--- src/rtl/i2cbm_pkg.sv ---
// ---------------------------------------------------------------------------
// I2C byte master package
// Word types, command, phase and status codes shared by the block.
// ---------------------------------------------------------------------------
package i2cbm_pkg;

   typedef struct packed {
      logic [2:0] action;
      logic [7:0] tx_byte;
      logic       send_nack;
      logic       msb_first;
      logic       sda_line;
   } req_word_type;

   typedef struct packed {
      logic       scl_drive;
      logic       sda_drive;
      logic       busy_res;
      logic       done_res;
      logic [1:0] status;
      logic [7:0] rx_byte;
      logic       rejected;
   } rsp_word_type;

   // commands
   localparam logic [2:0] ACT_TICK  = 3'd0;
   localparam logic [2:0] ACT_START = 3'd1;
   localparam logic [2:0] ACT_STOP  = 3'd2;
   localparam logic [2:0] ACT_WRITE = 3'd3;
   localparam logic [2:0] ACT_READ  = 3'd4;

   // sequencer phases
   localparam logic [3:0] PH_IDLE      = 4'd0;
   localparam logic [3:0] PH_START_A   = 4'd1;
   localparam logic [3:0] PH_START_B   = 4'd2;
   localparam logic [3:0] PH_START_C   = 4'd3;
   localparam logic [3:0] PH_STOP_A    = 4'd4;
   localparam logic [3:0] PH_STOP_B    = 4'd5;
   localparam logic [3:0] PH_STOP_C    = 4'd6;
   localparam logic [3:0] PH_W_SETUP   = 4'd7;
   localparam logic [3:0] PH_W_HIGH    = 4'd8;
   localparam logic [3:0] PH_W_ACKWAIT = 4'd9;
   localparam logic [3:0] PH_W_ACKHIGH = 4'd10;
   localparam logic [3:0] PH_R_HIGH    = 4'd11;
   localparam logic [3:0] PH_R_LOW     = 4'd12;
   localparam logic [3:0] PH_R_ACKHIGH = 4'd13;
   localparam logic [3:0] PH_R_ACKLOW  = 4'd14;

   // status codes
   localparam logic [1:0] ST_OK      = 2'd0;
   localparam logic [1:0] ST_NACK    = 2'd1;
   localparam logic [1:0] ST_BUS_ERR = 2'd2;
   localparam logic [1:0] ST_RSVD    = 2'd3;

   localparam logic [3:0] BYTE_BITS        = 4'd8;
   localparam logic [7:0] HALF_PERIOD_INIT = 8'd5;

endpackage

--- src/rtl/i2cbm_seq.sv ---
// ---------------------------------------------------------------------------
// I2C byte master sequencer
// Bus state stepped per half period of ticks, result word built alongside.
// ---------------------------------------------------------------------------
module i2cbm_seq (
   input  logic                   clock,
   input  logic                   reset,
   input  logic                   step,
   input  i2cbm_pkg::req_word_type item,
   input  logic [7:0]             half_period,
   output i2cbm_pkg::rsp_word_type result
);

   logic [3:0] phase_ff, phase_in;
   logic [3:0] bit_count_ff, bit_count_in;
   logic [7:0] shift_ff, shift_in;
   logic [7:0] tick_count_ff, tick_count_in;
   logic       scl_ff, scl_in;
   logic       sda_ff, sda_in;
   logic [1:0] status_ff, status_in;
   logic [1:0] read_opt_ff, read_opt_in;
   logic [7:0] rx_hold_ff, rx_hold_in;

   logic       busy;
   logic       done;
   logic       rej;
   logic [7:0] limit;
   logic [7:0] tick_inc;
   logic [3:0] bc_inc;
   logic [7:0] shift_left;

   always_ff @(posedge clock) begin
      if (reset) begin
         phase_ff      <= i2cbm_pkg::PH_IDLE;
         bit_count_ff  <= 4'd0;
         shift_ff      <= 8'd0;
         tick_count_ff <= 8'd0;
         scl_ff        <= 1'b1;
         sda_ff        <= 1'b1;
         status_ff     <= i2cbm_pkg::ST_OK;
         read_opt_ff   <= 2'd0;
         rx_hold_ff    <= 8'd0;
      end else if (step) begin
         phase_ff      <= phase_in;
         bit_count_ff  <= bit_count_in;
         shift_ff      <= shift_in;
         tick_count_ff <= tick_count_in;
         scl_ff        <= scl_in;
         sda_ff        <= sda_in;
         status_ff     <= status_in;
         read_opt_ff   <= read_opt_in;
         rx_hold_ff    <= rx_hold_in;
      end
   end

   assign busy       = (phase_ff != i2cbm_pkg::PH_IDLE);
   assign limit      = (half_period == 8'd0) ? 8'd1 : half_period;
   assign tick_inc   = tick_count_ff + 8'd1;
   assign bc_inc     = bit_count_ff + 4'd1;
   assign shift_left = {shift_ff[6:0], 1'b0};

   always_comb begin
      phase_in      = phase_ff;
      bit_count_in  = bit_count_ff;
      shift_in      = shift_ff;
      tick_count_in = tick_count_ff;
      scl_in        = scl_ff;
      sda_in        = sda_ff;
      status_in     = status_ff;
      read_opt_in   = read_opt_ff;
      rx_hold_in    = rx_hold_ff;
      done          = 1'b0;
      rej           = 1'b0;

      unique case (item.action) inside
         i2cbm_pkg::ACT_TICK: begin
            if (busy) begin
               tick_count_in = tick_inc;
               if (tick_inc >= limit) begin
                  tick_count_in = 8'd0;
                  unique case (phase_ff) inside
                     i2cbm_pkg::PH_START_A: begin
                        sda_in   = 1'b0;
                        phase_in = i2cbm_pkg::PH_START_B;
                     end
                     i2cbm_pkg::PH_START_B: begin
                        scl_in   = 1'b0;
                        phase_in = i2cbm_pkg::PH_START_C;
                     end
                     i2cbm_pkg::PH_START_C,
                     i2cbm_pkg::PH_STOP_C: begin
                        status_in = (item.sda_line == scl_ff) ? i2cbm_pkg::ST_OK
                                                              : i2cbm_pkg::ST_BUS_ERR;
                        done      = 1'b1;
                     end
                     i2cbm_pkg::PH_STOP_A: begin
                        scl_in   = 1'b1;
                        phase_in = i2cbm_pkg::PH_STOP_B;
                     end
                     i2cbm_pkg::PH_STOP_B: begin
                        sda_in   = 1'b1;
                        phase_in = i2cbm_pkg::PH_STOP_C;
                     end
                     i2cbm_pkg::PH_W_SETUP: begin
                        scl_in   = 1'b1;
                        phase_in = i2cbm_pkg::PH_W_HIGH;
                     end
                     i2cbm_pkg::PH_W_HIGH: begin
                        scl_in       = 1'b0;
                        shift_in     = shift_left;
                        bit_count_in = bc_inc;
                        if (bc_inc < i2cbm_pkg::BYTE_BITS) begin
                           sda_in   = shift_left[7];
                           phase_in = i2cbm_pkg::PH_W_SETUP;
                        end else begin
                           sda_in   = 1'b1;
                           phase_in = i2cbm_pkg::PH_W_ACKWAIT;
                        end
                     end
                     i2cbm_pkg::PH_W_ACKWAIT: begin
                        status_in = item.sda_line ? i2cbm_pkg::ST_NACK : i2cbm_pkg::ST_OK;
                        scl_in    = 1'b1;
                        phase_in  = i2cbm_pkg::PH_W_ACKHIGH;
                     end
                     i2cbm_pkg::PH_W_ACKHIGH: begin
                        scl_in = 1'b0;
                        done   = 1'b1;
                     end
                     i2cbm_pkg::PH_R_HIGH: begin
                        if (read_opt_ff[1]) begin
                           shift_in = {shift_ff[6:0], item.sda_line};
                        end else begin
                           shift_in = {item.sda_line, shift_ff[7:1]};
                        end
                        scl_in       = 1'b0;
                        bit_count_in = bc_inc;
                        if (bc_inc >= i2cbm_pkg::BYTE_BITS) begin
                           sda_in = read_opt_ff[0];
                        end
                        phase_in = i2cbm_pkg::PH_R_LOW;
                     end
                     i2cbm_pkg::PH_R_LOW: begin
                        scl_in   = 1'b1;
                        phase_in = (bit_count_ff < i2cbm_pkg::BYTE_BITS)
                                   ? i2cbm_pkg::PH_R_HIGH : i2cbm_pkg::PH_R_ACKHIGH;
                     end
                     i2cbm_pkg::PH_R_ACKHIGH: begin
                        scl_in   = 1'b0;
                        phase_in = i2cbm_pkg::PH_R_ACKLOW;
                     end
                     i2cbm_pkg::PH_R_ACKLOW: begin
                        sda_in     = 1'b1;
                        rx_hold_in = shift_ff;
                        done       = 1'b1;
                     end
                     default: begin
                        done = 1'b1;
                     end
                  endcase
                  if (done) begin
                     phase_in = i2cbm_pkg::PH_IDLE;
                  end
               end
            end
         end
         i2cbm_pkg::ACT_START, i2cbm_pkg::ACT_STOP,
         i2cbm_pkg::ACT_WRITE, i2cbm_pkg::ACT_READ: begin
            if (busy) begin
               rej = 1'b1;
            end else begin
               tick_count_in = 8'd0;
               bit_count_in  = 4'd0;
               unique case (item.action)
                  i2cbm_pkg::ACT_START: begin
                     scl_in   = 1'b1;
                     sda_in   = 1'b1;
                     phase_in = i2cbm_pkg::PH_START_A;
                  end
                  i2cbm_pkg::ACT_STOP: begin
                     sda_in   = 1'b0;
                     phase_in = i2cbm_pkg::PH_STOP_A;
                  end
                  i2cbm_pkg::ACT_WRITE: begin
                     shift_in = item.tx_byte;
                     sda_in   = item.tx_byte[7];
                     phase_in = i2cbm_pkg::PH_W_SETUP;
                  end
                  default: begin
                     read_opt_in = {item.msb_first, item.send_nack};
                     shift_in    = 8'd0;
                     sda_in      = 1'b1;
                     scl_in      = 1'b1;
                     phase_in    = i2cbm_pkg::PH_R_HIGH;
                  end
               endcase
            end
         end
         default: begin
         end
      endcase
   end

   always_comb begin
      result.scl_drive = scl_in;
      result.sda_drive = sda_in;
      result.busy_res  = (phase_in != i2cbm_pkg::PH_IDLE);
      result.done_res  = done;
      result.status    = status_in;
      result.rx_byte   = rx_hold_in;
      result.rejected  = rej;
   end

endmodule

--- src/rtl/i2cbm_out.sv ---
// ---------------------------------------------------------------------------
// I2C byte master result stage
// Result register with valid/stall handshake toward the consumer.
// ---------------------------------------------------------------------------
module i2cbm_out (
   input  logic                    clock,
   input  logic                    reset,
   input  logic                    load,
   input  i2cbm_pkg::rsp_word_type word,
   output logic                    free,
   output logic                    rsp_valid,
   input  logic                    rsp_stall,
   output i2cbm_pkg::rsp_word_type rsp_word
);

   logic                    valid_ff, valid_in;
   i2cbm_pkg::rsp_word_type word_ff;

   assign free = !valid_ff || !rsp_stall;

   always_comb begin
      valid_in = valid_ff;
      if (load) begin
         valid_in = 1'b1;
      end else if (!rsp_stall) begin
         valid_in = 1'b0;
      end
   end

   always_ff @(posedge clock) begin
      if (reset) begin
         valid_ff <= 1'b0;
      end else begin
         valid_ff <= valid_in;
      end
   end

   always_ff @(posedge clock) begin
      if (load) begin
         word_ff <= word;
      end
   end

   assign rsp_valid = valid_ff;
   assign rsp_word  = word_ff;

endmodule

--- src/rtl/i2c_byte_master.sv ---
// ---------------------------------------------------------------------------
// I2C byte master
// Byte-level open-drain I2C master: start, stop, write and read sequences
// paced by tick words that carry the sampled SDA level.
// ---------------------------------------------------------------------------
//  port group   direction   handshake          payload
//  req_*        in          valid / stall      req_word_type
//  rsp_*        out         valid / stall      rsp_word_type
//  csr_*        in          valid / ready      half_period_ticks, 8 bits
//
//  One word per cycle sustained while rsp_* is not stalled; a result word
//  passes the input register, then the result register, before rsp_*.
//  The sequencer's next-state logic between the two registers is combinational.
//  Synchronous active-high reset: idle, lines released, half period 5.
//  A stalled result holds the request register; req_stall then rises.
// ---------------------------------------------------------------------------
module i2c_byte_master (
   input  logic                    clock,
   input  logic                    reset,
   input  logic                    req_valid,
   output logic                    req_stall,
   input  i2cbm_pkg::req_word_type req_word,
   output logic                    rsp_valid,
   input  logic                    rsp_stall,
   output i2cbm_pkg::rsp_word_type rsp_word,
   input  logic                    csr_valid,
   output logic                    csr_ready,
   input  logic [7:0]              csr_wdata
);

   logic                    req_valid_ff, req_valid_in;
   i2cbm_pkg::req_word_type req_word_ff;
   logic [7:0]              half_period_ff;
   logic                    out_free;
   logic                    step;
   logic                    take;
   i2cbm_pkg::rsp_word_type result;

   assign step      = req_valid_ff && out_free;
   assign req_stall = req_valid_ff && !out_free;
   assign take      = req_valid && !req_stall;
   assign csr_ready = 1'b1;

   always_comb begin
      req_valid_in = req_valid_ff;
      if (take) begin
         req_valid_in = 1'b1;
      end else if (step) begin
         req_valid_in = 1'b0;
      end
   end

   always_ff @(posedge clock) begin
      if (reset) begin
         req_valid_ff   <= 1'b0;
         half_period_ff <= i2cbm_pkg::HALF_PERIOD_INIT;
      end else begin
         req_valid_ff <= req_valid_in;
         if (csr_valid && csr_ready) begin
            half_period_ff <= csr_wdata;
         end
      end
   end

   always_ff @(posedge clock) begin
      if (take) begin
         req_word_ff <= req_word;
      end
   end

   i2cbm_seq u_seq (
      .clock       (clock),
      .reset       (reset),
      .step        (step),
      .item        (req_word_ff),
      .half_period (half_period_ff),
      .result      (result)
   );

   i2cbm_out u_out (
      .clock     (clock),
      .reset     (reset),
      .load      (step),
      .word      (result),
      .free      (out_free),
      .rsp_valid (rsp_valid),
      .rsp_stall (rsp_stall),
      .rsp_word  (rsp_word)
   );

endmodule

--- config.mk ---
export PLATFORM = sky130hd
export DESIGN_NAME = i2c_byte_master
export DESIGN_NICKNAME = d
export VERILOG_FILES = /design/src/rtl/i2cbm_pkg.sv /design/src/rtl/i2cbm_seq.sv /design/src/rtl/i2cbm_out.sv /design/src/rtl/i2c_byte_master.sv
export SDC_FILE = /design/constraint.sdc
export NUM_CORES = 1
export LEC_CHECK = 0
export BUFFER_PORTS_ARGS = -buffer_cell sky130_fd_sc_hd__buf_4
export CAP_MARGIN = 20
export CORE_ASPECT_RATIO = 1.75
export CORE_UTILIZATION = 25
export DETAILED_ROUTE_END_ITERATION = 6
export SYNTH_ARGS = -nofsm -noshare
export SYNTH_HDL_FRONTEND = slang
export SYNTH_SLANG_ARGS = --single-unit
--- constraint.sdc ---
create_clock -name clock -period 3.5 [get_ports clock]
set_clock_uncertainty 0.15 [all_clocks]
set_input_delay 0.175 -clock clock [delete_from_list [all_inputs] [get_ports clock]]
set_output_delay 0.175 -clock clock [all_outputs]
set_load 0.005 [all_outputs]
Word level (Yosys, flattened, before mapping). Index checks and enable logic that the tools add are counted.

Bits in registers: 77. Bits of input ports: 27. Output and inout bits: 18. Word-level logic and storage cells: 146.

$add $sub $neg: 2. Order comparisons: 4. Eq/ne operators: 26. Multiplexer cells: 59. Bitwise gates (word level): 2. Reductions and logical operators: 29.

Operators by type and width (count): 8-bit two-way mux (12); 8-bit one-hot mux with 2 select lines (4); 4-bit one-hot mux with 10 select lines (1); 4-bit two-way mux (9); 4-bit equality test (second input constant) (7); 1-bit two-way mux (19); 4-bit by 3-bit equality test with 1-bit output (second input constant) (4); 4-bit one-hot mux with 2 select lines (2); 4-bit one-hot mux with 3 select lines (1); 10-bit OR reduction (1); 2-bit OR reduction (5); 8-bit by 1-bit adder with 8-bit output (second input constant) (1); 4-bit by 2-bit equality test with 1-bit output (second input constant) (2); 8-bit >= comparator (1); 8-bit zero test (1); 4-bit less-than comparator (second input constant) (2); 2-bit two-way mux (4); 2-bit != test (second input constant) (4); 1-bit one-hot mux with 2 select lines (4); 4-bit AND reduction (2); 4-bit nonzero test (2); 4-bit OR reduction (2); 7-bit AND reduction (1); 3-bit by 2-bit equality test with 1-bit output (second input constant) (2); 21 further kinds (29).

Longest topological paths before layout. Gate-level depths: netlist (run 1).

Depth in word-level cells: 11. Gate-level depth with buffers: 13. Mapped depth without buffers: 11.

Cells and area by module. From an unflattened synthesis (run 1), not the netlist that was laid out.

Cell total of the unflattened synthesis: 439. Area, all modules: 4239.1 sq um.

Modules (own cells, without submodules): i2cbm_seq (instances 1, cells each 373, area each 2981.6 sq um); i2c_byte_master (instances 1, cells each 47, area each 774.5 sq um); i2cbm_out (instances 1, cells each 19, area each 483.0 sq um).

Worst setup path before layout (run 1). No wires, ideal clock.

Kind: register to register. Start point: register u_seq.tick_count_ff[2]. End point: register u_out.word_ff (netlist bit u_out.rsp_word[1]) (data pin). Arrival: 2.773 ns. Required time: 3.090 ns. Path slack: 0.317 ns. Cell stages (with the launch flop): 13. Period minus slack after synthesis: 3.183 ns. Path through: dfxtp_1 > and3_1 > and3_1 > nand3_1 > xnor2_1 > ha_1 > and3_1 > a221o_1 > a41o_1 > buf_2 > nand2_1 > nor2_2 > mux2_2.

RTL lines: start: declaration (line i2cbm_seq.sv:17) `logic [7:0] tick_count_ff, tick_count_in;`; start signal: assignment (line i2cbm_seq.sv:47) `tick_count_ff <= tick_count_in;`; end signal: assignment (line i2cbm_out.sv:40) `word_ff <= word;`; end: declaration (line i2cbm_out.sv:17) `i2cbm_pkg::rsp_word_type word_ff;`.

==> impl_summary.md, run 1 <==
Timing
Setup repair after global routing left no endpoint under its margin. Headroom to the max-slew limit came out at 0.4310. The total negative slack for setup checks is 0 ps. The number of pins exceeding their max-slew limit in the final report is 0.

The final cycle utilization of the critical path is 0.9496. Static timing analysis puts the maximum clock frequency at 300.9 MHz. The hold violation total from the final report was 0. Setup violations remaining at the end of the flow were counted as 0. The clock period minus final worst setup slack is 3323 ps.

Across all hold checks on the routed design, the worst slack comes to roughly 31 ps. The slew of the pin with the lowest slew margin is between 800 and 900 ps.

Synth
The synthesized netlist net count is 466. Ranked by total cell area, the synthesized netlist is headed by sky130_fd_sc_hd__dfxtp_1 23%, sky130_fd_sc_hd__edfxtp_1 21%, sky130_fd_sc_hd__mux2i_1 6.7%. The post-synth design cell area is between 0.004 and 0.005 sq mm. The mean instance size in the synthesized netlist is approximately 10 sq um. Of the post-synthesis cell area, the dominant cell type holds 0.2306. Of all flip-flops after synthesis, the portion carrying an async set or reset was 0. Yosys printed 0 warnings. The largest area contributor in the synthesized netlist is sky130_fd_sc_hd__dfxtp_1. After synthesis the netlist holds a flip-flop and latch count of 77.

The number of synthesized flops with an enable pin is 29. Synthesis produced 429 cells. The predominant post-synthesis flop cell is sky130_fd_sc_hd__dfxtp_1. The share of synthesized area occupied by flip-flops and latches is 0.4395. After synthesis, the netlist uses 65 different library cells.

Setup path
The worst register-to-register path begins at u_seq.tick_count_ff[0]. Together, buffers and inverters on the worst path number 1. The critical path class is flip-flop to flip-flop. Walking the worst path, the cells encountered are and3_4 -> and3_1 -> nand3_1 -> xnor2_2 -> ha_1 -> and3_1 -> a221o_1 -> a41o_1 -> buf_4 -> and3_1 -> a211oi_2 -> nand4_1. Of all nets on the critical path, the largest fanout is 12. The standard cell with the maximum stage delay on the critical path is sky130_fd_sc_hd__dfxtp_1. The cell family with the largest share of critical-path delay is simple AND/OR/NAND/NOR gates.

The library cell appearing most often on the critical path is sky130_fd_sc_hd__and3_1. STA classifies the critical path endpoint as a flip-flop. On the worst path, the slowest cell contributes a delay of 410 ps. The arrival time of the worst setup path is 3240 ps. The critical path starts at u_seq.tick_count_ff[0]. For the worst setup path, the data required time is 3420 ps. STA classifies the critical path startpoint as a flip-flop.

Clock network
The clock passes through at most 2 buffers. The TritonCTS buffer count is 9. At the later pin of the worst-skew pair, clock insertion delay measures 340 ps. The number of sinks handled by clock tree synthesis is 77.

The number of setup buffers added after CTS is 0. TritonCTS built the clock tree. The clock edge transition at the registers on the reported setup and hold paths is ~60 ps. The tree is rooted in a sky130_fd_sc_hd__clkbuf_16.

The H-tree was split into 3 levels.

Die
The placement row count is 62. The floorplan step defined a die boundary enclosing 0.01721 sq mm. The overall die height is between 150 and 200 um. The number of top-level pins is 45.

Measured along the x axis, the die boundary spans 99.60 um. The area of the placeable core is 0.01637 sq mm. The initial utilization of the core area, before any placement, comes to 0.2546.

Job
The tool flagged a number of max-cap violations equal to 0.

Detailed routing
The total length of routed wires is roughly 11 mm. The iteration count of the initial detailed-routing pass is 6. The final route contains 3,562 vias. After the first detailed-routing iteration, the DRC count stood at 253. The remaining antenna violation count after routing is 0. The average via count per standard cell is just under 5. The average routed wire per standard cell is roughly 15 um.

In the routed design, unresolved DRC markers number 1.

Global routing
The total track usage is 0.1340. The residual overflow from global routing is 0. The largest net degree at the start of global routing is between 40 and 50. The number of antenna violations at the first check in global routing is 0.

The number of global-route vias before repair is 3,645. The first global-routing pass estimated roughly 18 mm of wire.

Cells and area
The most frequent standard cell in the layout excluding fill and tap cells is sky130_fd_sc_hd__buf_4. The number of antenna diodes in the final layout is 0. The share of layout cells above drive strength 1 is 0.2000. The top cell types in the final layout, fill and taps aside, are 58 x sky130_fd_sc_hd__buf_4, 53 x sky130_fd_sc_hd__nor2_1, 48 x sky130_fd_sc_hd__dfxtp_1. The number of nets in the final layout is 532.

The area growth from synthesis to layout is 27.23%.

Placement
The number of I/O port buffers is 43. Detailed placement ended at an HPWL of 7.936 mm. The last weighted congestion value of the routability-driven placer is between 0.8 and 0.9.

Hold path
The launch point of the worst hold path is csr_valid. The class of the worst hold path is input port to flip-flop.

Run status
The checks that failed: DRC. The run finished, with violations left.

Power
Power spread over the standard cell area amounts to 416.0 mW/mm^2. In this run the static leakage power is roughly 2.0 nW. Across the VDD grid, the largest voltage drop is 219.5 uV.
-- repair_timing --
action	4_1_cts	5_1_grt
hold buffers	24	0
gates resized for setup	0	6
endpoints found under the hold margin	24	0
setup endpoints to repair	0	19
-- final cells by class --
cell class                 instances  area (sq um)
fill                            1671         11070
multi-input combinational        315          2185
sequential                        77          1832
timing repair buffer              82         675.6
tap                              224         280.3
clock buffer                      11         232.7
clock inverter                     5         60.06
inverter                          10         37.54
-- report_power, final --
part / switching (mW) / internal, mW / total (mW)
combinational: 0.149 / 0.125 / 0.274
sequential: 0.0427 / 0.965 / 1.01
clock: 0.370 / 0.555 / 0.925
total: 0.561 / 1.64 / 2.21
-- metrics by stage --
step	std cells	power, mW	util	setup WS [ps]	area, sq um
after floorplan	429	1.178	-	317.1	4168
after global routing	724	2.283	0.3240	6.232	5303
final	724	2.206	0.3240	176.6	5303
after CTS	724	2.224	0.3225	106.6	5279
after global placement	684	1.271	0.2899	239.0	4746
after detailed placement	684	1.275	0.2899	131.9	4746
-- final timing paths --
kind | end | slack (ps) | cells past startpoint
worst max register to register | u_out.rsp_word[12] | 180 | 12
worst min register to register | u_seq.status_ff[1] | 330 | 2
worst max-delay path | u_out.rsp_word[12] | 180 | 12
worst min-delay path | half_period_ff[2] | 30 | 2
-- synth_stat cells, types with 7 or more instances --
| master | count |
|---|---|
| sky130_fd_sc_hd__a211oi_1 | 7 |
| sky130_fd_sc_hd__a21oi_1 | 28 |
| sky130_fd_sc_hd__o21ai_0 | 15 |
| sky130_fd_sc_hd__nand2_1 | 17 |
| sky130_fd_sc_hd__nor3_1 | 14 |
| sky130_fd_sc_hd__inv_1 | 10 |
| sky130_fd_sc_hd__ha_1 | 10 |
| sky130_fd_sc_hd__a2111oi_0 | 7 |
| sky130_fd_sc_hd__buf_2 | 8 |
| sky130_fd_sc_hd__xnor2_1 | 9 |
| sky130_fd_sc_hd__nor2b_1 | 9 |
| sky130_fd_sc_hd__dfxtp_1 | 48 |
| sky130_fd_sc_hd__nand3_1 | 8 |
| sky130_fd_sc_hd__nor2_1 | 53 |
| sky130_fd_sc_hd__mux2i_1 | 28 |
| sky130_fd_sc_hd__edfxtp_1 | 29 |
| sky130_fd_sc_hd__mux2_2 | 9 |
| sky130_fd_sc_hd__and3_1 | 8 |
| sky130_fd_sc_hd__clkbuf_1 | 14 |
-- sequential cells by signal, indices dropped and copies added (netlist names), 2 cells and up --
| name | flops |
|---|---|
| u_seq.rx_hold_ff | 8 |
| u_seq.phase_ff | 4 |
| u_seq.tick_count_ff | 8 |
| u_seq.shift_ff | 8 |
| u_seq.status_ff | 2 |
| half_period_ff | 8 |
| req_word_ff | 14 |
| u_seq.read_opt_ff | 2 |
| u_out.rsp_word | 15 |
| u_seq.bit_count_ff | 4 |
-- layer usage --
metal | GRT usage | part of all wire
met1 | 0.1343 | 0.37
met2 | 0.2428 | 0.54
met3 | 0.01940 | 0.031
met4 | 0.1042 | 0.057
met5 | 0 | 0
-- kinds of logic after synthesis --
| family | count (synthesis) | synth area share |
|---|---|---|
| flip-flops | 77 | 0.4395 |
| other | 1 | 0.0008998 |
| AO/OA/AOI/OAI | 108 | 0.1807 |
| adder cells (fa/ha/maj) | 10 | 0.03002 |
| AND/OR/NAND/NOR | 144 | 0.1837 |
| multiplexers | 37 | 0.09157 |
| buffers and inverters | 37 | 0.04203 |
| XOR/XNOR | 15 | 0.03152 |
No activity file was read; power rests on OpenSTA's default activity.
==> run 2: changes to the inputs <==
Settings changed: ABC_AREA from default to 1.
Clock period 3.5 ns to 4.18 ns, I/O delays scaled along.
==> run 2 against run 1 <==
Against the previous run:
- first-iteration DRC count decreased by 17%
- sequential power decreased by 16%
- the run now ends clean
- critical endpoint unchanged
- utilization decreased by 0.30 points
- synthesized cell count increased by 31%
- clock power decreased by 14%
- wire length decreased by 1.9%
==> impl_summary.md, run 2 <==
Hold path
The worst hold path begins at csr_wdata[5]. The worst hold path passes through 3 cells. The terminating pin of the worst hold path is half_period_ff[5]. The path class of the tightest hold or removal check is input port to flip-flop.

Synth
Ranked by total cell area, the synthesized netlist is headed by sky130_fd_sc_hd__dfxtp_1 23%, sky130_fd_sc_hd__edfxtp_1 21%, sky130_fd_sc_hd__nand2_1 12%. Measured against the total synthesized area, the mux share comes to 0. The count of yosys warnings during synthesis is 0. Of the synthesized area, sequential elements account for 0.4439. The xor/xnor cell area share of the yosys netlist is 0.01486. The most common cell in the synthesized netlist is sky130_fd_sc_hd__nand2_1. The number of synthesized register bits is between 70 and 80. The post-synth design cell area is 0.004126 sq mm. The share of flip-flops with an asynchronous set or reset is 0.

A synthesized cell averages roughly 7.3 sq um. The post-synthesis adder-cell area fraction is 0.03032. The number of nets in the synthesized netlist is 599.

In the synthesized netlist the dominant register cell turns out to be sky130_fd_sc_hd__dfxtp_1. The number of different library cells in the post-synthesis netlist is 40. The dominant combinational cell family by area after synthesis is simple AND/OR/NAND/NOR gates. Yosys mapped a number of flops with a built-in enable equal to 29. In the synthesized netlist, the cells that appear most often are 136 x sky130_fd_sc_hd__nand2_1, 97 x sky130_fd_sc_hd__nor2_1, 75 x sky130_fd_sc_hd__inv_1. Synthesis produced a netlist whose cell count is 562. Of the total synthesized cell area, the portion taken by AND, OR, NAND and NOR gates is 0.3193. The proportion of netlist area held by the largest area contributor is 0.2329. The largest area contributor in the synthesized netlist is sky130_fd_sc_hd__dfxtp_1. The area fraction in compound gates after synthesis is 0.1031.

Setup path
The slowest stage of the critical path belongs to the cell sky130_fd_sc_hd__dfxtp_1. The data required time of the critical path is 4120 ps. In this run the critical register-to-register path is launched from u_seq.tick_count_ff[0]. Walking the worst path, the cells encountered are inv_1 -> nor2_1 -> nand3_1 -> xor2_1 -> inv_1 -> ha_1 -> a21oi_1 -> nor2_1 -> nor2_2 -> nand3_2 -> nand2_2 -> inv_1 -> nand2_1 -> nand2_1 -> nor2_1 -> nand3_1. The worst register-to-register path has a setup slack of between 1000 and 1500 ps. The worst setup path is of the flip-flop to flip-flop kind.

The endpoint identified for the worst register-to-register timing path is u_out.rsp_word[12]. The worst setup path is launched from a flip-flop. The number of cell instances on the worst register-to-register path is 16. STA puts the critical path data arrival time at 2910 ps.

The largest stage delay on the critical path is 360 ps. The kind of end point of the critical path is a flip-flop. The maximum fanout along the worst path is 8.

Clock network
The clock reaches the later pin of the worst-skew pair after 340 ps. TritonCTS built the clock tree. In this run the number of H-tree levels came out at 3. The tree is rooted in a sky130_fd_sc_hd__clkbuf_16. Once the clock tree was built, the setup fixing pass inserted 0 buffers.

The deepest clock path buffer count is 2. The tree built by TritonCTS fans out to 77 sinks. The clock edge transition at the registers on the reported setup and hold paths is 60 ps.

The TritonCTS buffer count is 9.

Timing
The number of pins exceeding their max-slew limit in the final report is 0. Of the available clock period, the critical path in the final layout requires 0.7116. The number of setup violations in the final report is 0. The slew of the pin with the lowest slew margin is 845.7 ps. In this run the tightest slew margin relative to its limit is 0.4319. Static timing analysis puts the maximum clock frequency at 336.2 MHz. The total negative slack for setup checks is 0 ps. The hold violation total from the final report came to 0. The clock period minus final worst setup slack is 2975 ps.

Setup repair after global routing left no endpoint under its margin.

Power
The areal power density over the cells is 372.3 mW/mm^2. Summed over all cells, the static leakage comes to 2.384 nW. The peak supply drop is between 150 and 200 uV.

Detailed routing
The average routed wire per standard cell is 13.26 um. Before antenna repair, the detailed router went through 5 iterations. The number of remaining DRC errors is 0.

Using the TritonRoute via totals, the vias-per-cell ratio works out to roughly 4.6. The routed layout has 3,773 vias. The number of violations reported at the end of detailed-routing iteration 0 is around 210. After detailed routing, the total wire length is 10.88 mm. In this run the remaining antenna-violating nets after routing total 0.

Global routing
The number of antenna violations at the first check in global routing is 0. The number of global-route vias before repair is 3,664. The largest net degree at the start of global routing is 43. The first global-routing pass estimated 17.45 mm of wire. The residual overflow from global routing is 0.

The total track usage is 0.1337.

Cells and area
The number of antenna diodes is 0. The share of layout cells above drive strength 1 is 0.1220. The layout has 1,728 filler cells. After the last flow step, the layout net total stands at between 600 and 700. The number of flip-flops under the largest register name is 15.

Leaving out fill and tap cells, the most frequent cells in the layout are 136 x sky130_fd_sc_hd__nand2_1, 97 x sky130_fd_sc_hd__nor2_1, 75 x sky130_fd_sc_hd__inv_1. The relative area change from synthesis to final layout is 24.68%. The number of standard cells in the layout, taps in and fillers out is 820.

The most frequent standard cell in the layout excluding fill and tap cells is sky130_fd_sc_hd__nand2_1.

Die
The starting utilization of the core area is 0.2575. The placement row count is 61. The die covers 0.01704 sq mm. The area of the placeable core is ~0.016 sq mm. The floorplan step set the die width to 99.12 um. The number of top-level pins is 45. The overall die height is 172.0 um.

Placement
Detailed placement ended at an HPWL of 8.044 mm. The count of buffers added on input and output ports is 43. Once placement completed, the tool counted placed cells totaling 782. At the end of routability-driven placement, the weighted congestion stood at 0.9460.

Job
Across the run, the number of max-cap violations was 0.

Run status
The run finished with clean final reports.
-- run 2: cell count changes after synthesis, sizes merged, moves of 20 or more --
cell	previous run	this run
inv	10	77
nand3	8	33
o21ai	18	38
nand2	17	140
mux2i	28	0
nor2	55	104
-- run 2: area by class of cell --
type	instances	area [sq um]	share of cell area
Multi-Input combinational cell	395	1938	0.3767
Sequential cell	77	1832	0.3560
Timing Repair Buffer	66	550.5	0.1070
Inverter	77	289.0	0.05618
Tap cell	189	236.5	0.04596
Clock buffer	10	229.0	0.04450
Clock inverter	6	70.07	0.01362
-- run 2: per-layer routing --
metal	track usage	routed length, um
met1	0.1306	4200
met2	0.2600	5978
met3	0.02142	285
met4	0.08184	410
met5	0	0
-- run 2: cells by family (layout without fill, tap and decap cells) --
logic type                 Yosys count  in the layout
buffers and inverters               90            159
other                                1              1
AOI/OAI and AO/OA                   77             77
adders and majority gates           10             10
xor gates and xnor gates             7              7
and+or+nand+nor                    300            300
DFF                                 77             77
-- run 2: report_power, final --
| part | switching [mW] | total, mW | leakage, nW | internal, mW |
|---|---|---|---|---|
| logic | 0.165 | 0.270 | 1.58 | 0.105 |
| clock network | 0.326 | 0.793 | 0.136 | 0.467 |
| registers | 0.0292 | 0.853 | 0.672 | 0.824 |
| total | 0.521 | 1.92 | 2.38 | 1.40 |
-- run 2: worst max-delay path by stage --
| stage | startpoint | endpoint | cells after the start |
|---|---|---|---|
| final | u_seq.tick_count_ff[0] | u_out.rsp_word[12] | 16 |
| after global routing | u_seq.tick_count_ff[0] | u_seq.rx_hold_ff[4] | 18 |
| after CTS | u_seq.tick_count_ff[0] | u_out.rsp_word[12] | 16 |
| after detailed placement | u_seq.tick_count_ff[0] | u_out.rsp_word[12] | 16 |
| after global placement | u_seq.tick_count_ff[0] | u_out.rsp_word[12] | 16 |
| after floorplan | u_seq.tick_count_ff[0] | u_out.rsp_word[12] | 15 |
-- run 2: critical path: cells and delay by family, from the launching register on --
family,cells,cell delay (ps)
AOI/OAI and AO/OA,1,160
xor gates and xnor gates,1,220
buffers and inverters,3,230
DFF,1,360
adders and majority gates,1,310
and+or+nand+nor,10,1290
-- run 2: what timing repair did --
action / CTS / global route
gates resized for setup: 0 / 0
endpoints found under the setup margin: 0 / 0
hold buffers: 22 / 0
hold endpoints to repair: 19 / 0
-- run 2: metrics by stage --
step           hold WS, ps  utilization  power (mW)  area, sq um  worst slack, ps
6_report             9.276       0.3210       1.916         5145             1205
5_1_grt              43.57       0.3210       1.996         5145            923.5
4_1_cts            0.01271       0.3210       1.935         5145             1216
3_5_place_dp         238.4       0.2886       1.121         4626             1217
3_3_place_gp         237.6       0.2886       1.120         4626             1291
2_1_floorplan        157.9            -       1.035         4126             1556
==> run 3: changes to the inputs <==
Clock period 4.18 ns to 2.54 ns, I/O delays scaled along.
==> run 3 against run 2 <==
Against the previous run:
- the run now ends with setup timing left
- wire length is 7.9% higher
- clock power is 65% higher
- non-clock buffer count is 41 higher
- largest cell class unchanged
- highest routed layer unchanged
==> impl_summary.md, run 3 (synthesized netlist as in run 2, its figures left out) <==
Clock network
The H-tree generated during clock tree synthesis spans 3 levels. Clock-pin slew was measured on the worst setup and hold paths at 60 ps. No sink is reached through more buffers than the 2 on the longest clock path.

In this run, CTS created clock tree buffers numbering 9. The number of sinks handled by clock tree synthesis is 77. TritonCTS built the clock tree. The worst-skew pair later-pin latency is 350 ps. The buffer cell driving the clock tree root is sky130_fd_sc_hd__clkbuf_16.

Cells and area
The number of flip-flops under the largest register name is 15. The fraction of the core area covered by cells at the end of the flow is 0.3642. The number of nets in the final layout is between 700 and 800. The top cell types in the final layout, fill and taps aside, are 112 x sky130_fd_sc_hd__nand2_1, 87 x sky130_fd_sc_hd__nor2_1, 78 x sky130_fd_sc_hd__buf_4. The number of antenna diodes is 0. The most frequent standard cell in the layout excluding fill and tap cells is sky130_fd_sc_hd__nand2_1. The number of fill cells is roughly 1.7k. In the final layout, the share of cells above drive strength 1 is 0.2585. Relative to the synthesized area, the layout overhead comes to 41.45%.

Setup path
The startpoint kind of the worst setup timing path is a flip-flop. The worst setup path is of the flip-flop to flip-flop kind. Counting both buffers and inverters, the worst setup path holds a total of 4. Of all nets on the critical path, the largest fanout is 3.

The number of cells on the worst reg-to-reg path is 17. The worst setup path is captured at a flip-flop. The critical path starts at u_seq.tick_count_ff[1]. The destination of the critical timing path is u_out.rsp_word[12]. Walking the worst path, the cells encountered are ha_4 -> nand2_2 -> inv_2 -> nand4_1 -> xor2_1 -> inv_1 -> ha_4 -> nand2_4 -> nor2_4 -> nand4_1 -> buf_4 -> nand4_1 -> nand2_1 -> nand2_2 -> inv_2 -> nor2_4 -> nand3_2. For this design, the slowest cell found on the critical path is sky130_fd_sc_hd__dfxtp_4.

The reg-to-reg endpoint is u_out.rsp_word[12]. In this design, the critical path's most frequently occurring cell is sky130_fd_sc_hd__nand4_1. Grouping stages by cell kind, the critical path spends the most delay in simple AND/OR/NAND/NOR gates. The startpoint identified for the worst register-to-register timing path is u_seq.tick_count_ff[1]. The arrival time of the worst setup path is 2680 ps. The flop-to-flop setup slack is -200 ps.

The data required time of the critical path is 2480 ps. On the worst path, the slowest cell contributes a delay of 370 ps. In this run the number of cells on the critical path is 17.

Die
The floorplan has 61 rows. The overall die height is 172.0 um. In this run the count of I/O pins placed on the die edge is 45. The starting utilization of the core area is 0.2575. The horizontal die dimension is 99.12 um. The total area inside the core boundary comes to 0.01603 sq mm. The die covers about 0.017 sq mm.

Global routing
After global routing the overflow that remains totals 0. The largest net degree at the start of global routing is 41. The wire length of the first global-routing pass is 18.93 mm. Across every metal layer, demand over resource in global routing totals 0.1447. The number of global-route vias before repair is 3,905. The number of antenna violations at the first check in global routing was 0.

Timing
The hold violation total from the final report is 0. The number of setup violations in the final report is 43. In this run the tightest slew margin relative to its limit is 0.4908. The highest clock rate is 364.7 MHz. The smallest setup slack after layout is -201.8 ps. For the finished layout, the period the worst path requires is approximately 2700 ps. Setup repair after global routing could not meet its margin everywhere.

Hold is met by approximately 73 ps. The slew of the pin with the lowest slew margin is 763.0 ps. The number of pins exceeding their max-slew limit in the final report is 0. Of the available clock period, the critical path in the final layout requires 1.079.

Power
Internal power comes to about 2.3 mW. The logic gate share of total power is 0.163. For this design the static power due to leakage is 2.785 nW. The areal power density over the cells is 555.9 mW/mm^2. The switching power is 905.4 uW. Of the total power, the share spent switching nets is 0.2790. The peak supply drop is 301.7 uV.

Of the total power, registers draw 0.434. The share of total power dissipated in the clock network is 0.404.

Detailed routing
The count of nets left with antenna violations once routing finished came out at 0. For this block, the routed nets add up to 11.73 mm of wire. After detailed routing, the number of remaining DRC violations is 0.

The number of violations reported at the end of detailed-routing iteration 0 is 201. The iteration count of the initial detailed-routing pass is 4. The average via count per standard cell is 4.585. Dividing the detail-routed wire length by the instance count gives 13.61 um. The via count is 3,952.

Placement
The congestion estimate from routability-driven global placement came to about 0.95. The half-perimeter wire length after placement is 8.415 mm. Buffers placed on the I/O ports in this run total 43.

Job
The count of maximum capacitance violations is 0.

Hold path
The class of the worst hold path is input port to flip-flop.

Run status
The run finished, with violations left. The final reports fail on setup timing.
==> run 3: cell types whose count changed in the layout (fill, tap and decap cells not counted), moves of 12 or more <==
cell	before	now
sky130_fd_sc_hd__nand2_2	2	14
sky130_fd_sc_hd__nand3_2	1	13
sky130_fd_sc_hd__buf_4	44	78
sky130_fd_sc_hd__nand3_1	32	17
sky130_fd_sc_hd__nand2_1	136	112
sky130_fd_sc_hd__nand2_4	2	14
==> run 3: power groups by stage <==
stage | Clock (mW) | Combinational (mW) | Sequential [mW]
2_1_floorplan | 0 | 0.293 | 1.41
3_3_place_gp | 0 | 0.437 | 1.43
3_5_place_dp | 0 | 0.437 | 1.43
4_1_cts | 1.33 | 0.510 | 1.41
5_1_grt | 1.38 | 0.586 | 1.42
6_report | 1.31 | 0.527 | 1.41
==> run 3: area by class of cell <==
| class | count | area (sq um) | share of cell area |
|---|---|---|---|
| Clock buffer | 10 | 229.0 | 0.03923 |
| Clock inverter | 6 | 71.32 | 0.01222 |
| Inverter | 77 | 291.5 | 0.04995 |
| Multi-Input combinational cell | 396 | 2282 | 0.3910 |
| Sequential cell | 77 | 1839 | 0.3151 |
| Tap cell | 189 | 236.5 | 0.04051 |
| Timing Repair Buffer | 107 | 887.1 | 0.1520 |
==> run 3: worst min-delay path by stage <==
stage / cells past startpoint / slack (ps) / endpoint / startpoint
2_1_floorplan: 0 / 80 / req_word_ff[0] / req_word[0]
3_3_place_gp: 1 / 160 / req_word_ff[11] / req_word[11]
3_5_place_dp: 1 / 160 / req_word_ff[11] / req_word[11]
4_1_cts: 3 / 70 / half_period_ff[3] / csr_valid
5_1_grt: 3 / 130 / half_period_ff[1] / csr_valid
6_report: 3 / 70 / half_period_ff[6] / csr_valid
==> run 3: timing repair <==
action / CTS / global route
cloned: 1 / 0
gates resized for setup: 62 / 23
buffers inserted: 9 / 4
hold buffers: 27 / 0
hold endpoints to repair: 24 / 0
pin swaps: 25 / 20
endpoints found under the setup margin: 49 / 50
==> run 3: stage by stage <==
step	power (mW)	setup TNS [ps]	instances	instance area, sq um	setup WS (ps)
after global placement	1.866	-7639	805	4818	-325.8
after global routing	3.385	-11110	862	5837	-361.3
final	3.244	-3108	862	5837	-201.8
after floorplan	1.705	-566.4	562	4146	-38.45
after detailed placement	1.867	-10050	805	4818	-370.4
after CTS	3.253	-4100	858	5705	-199.2
==> run 3: per-layer routing <==
metal	global-route usage	share of wire
met5	0	0
met4	0.07801	0.036
met3	0.02466	0.027
met2	0.2879	0.56
met1	0.1389	0.37
==> run 3: worst reg2reg max path: stages (launching register included) <==
cell                      delay, ps
sky130_fd_sc_hd__dfxtp_4        370
sky130_fd_sc_hd__ha_4           140
sky130_fd_sc_hd__nand2_2         40
sky130_fd_sc_hd__inv_2           50
sky130_fd_sc_hd__nand4_1        110
sky130_fd_sc_hd__xor2_1         230
sky130_fd_sc_hd__inv_1          100
sky130_fd_sc_hd__ha_4           280
sky130_fd_sc_hd__nand2_4         50
sky130_fd_sc_hd__nor2_4         100
sky130_fd_sc_hd__nand4_1        170
sky130_fd_sc_hd__buf_4          190
sky130_fd_sc_hd__nand4_1        110
sky130_fd_sc_hd__nand2_1        100
sky130_fd_sc_hd__nand2_2         90
sky130_fd_sc_hd__inv_2           50
sky130_fd_sc_hd__nor2_4         100
sky130_fd_sc_hd__nand3_2         70
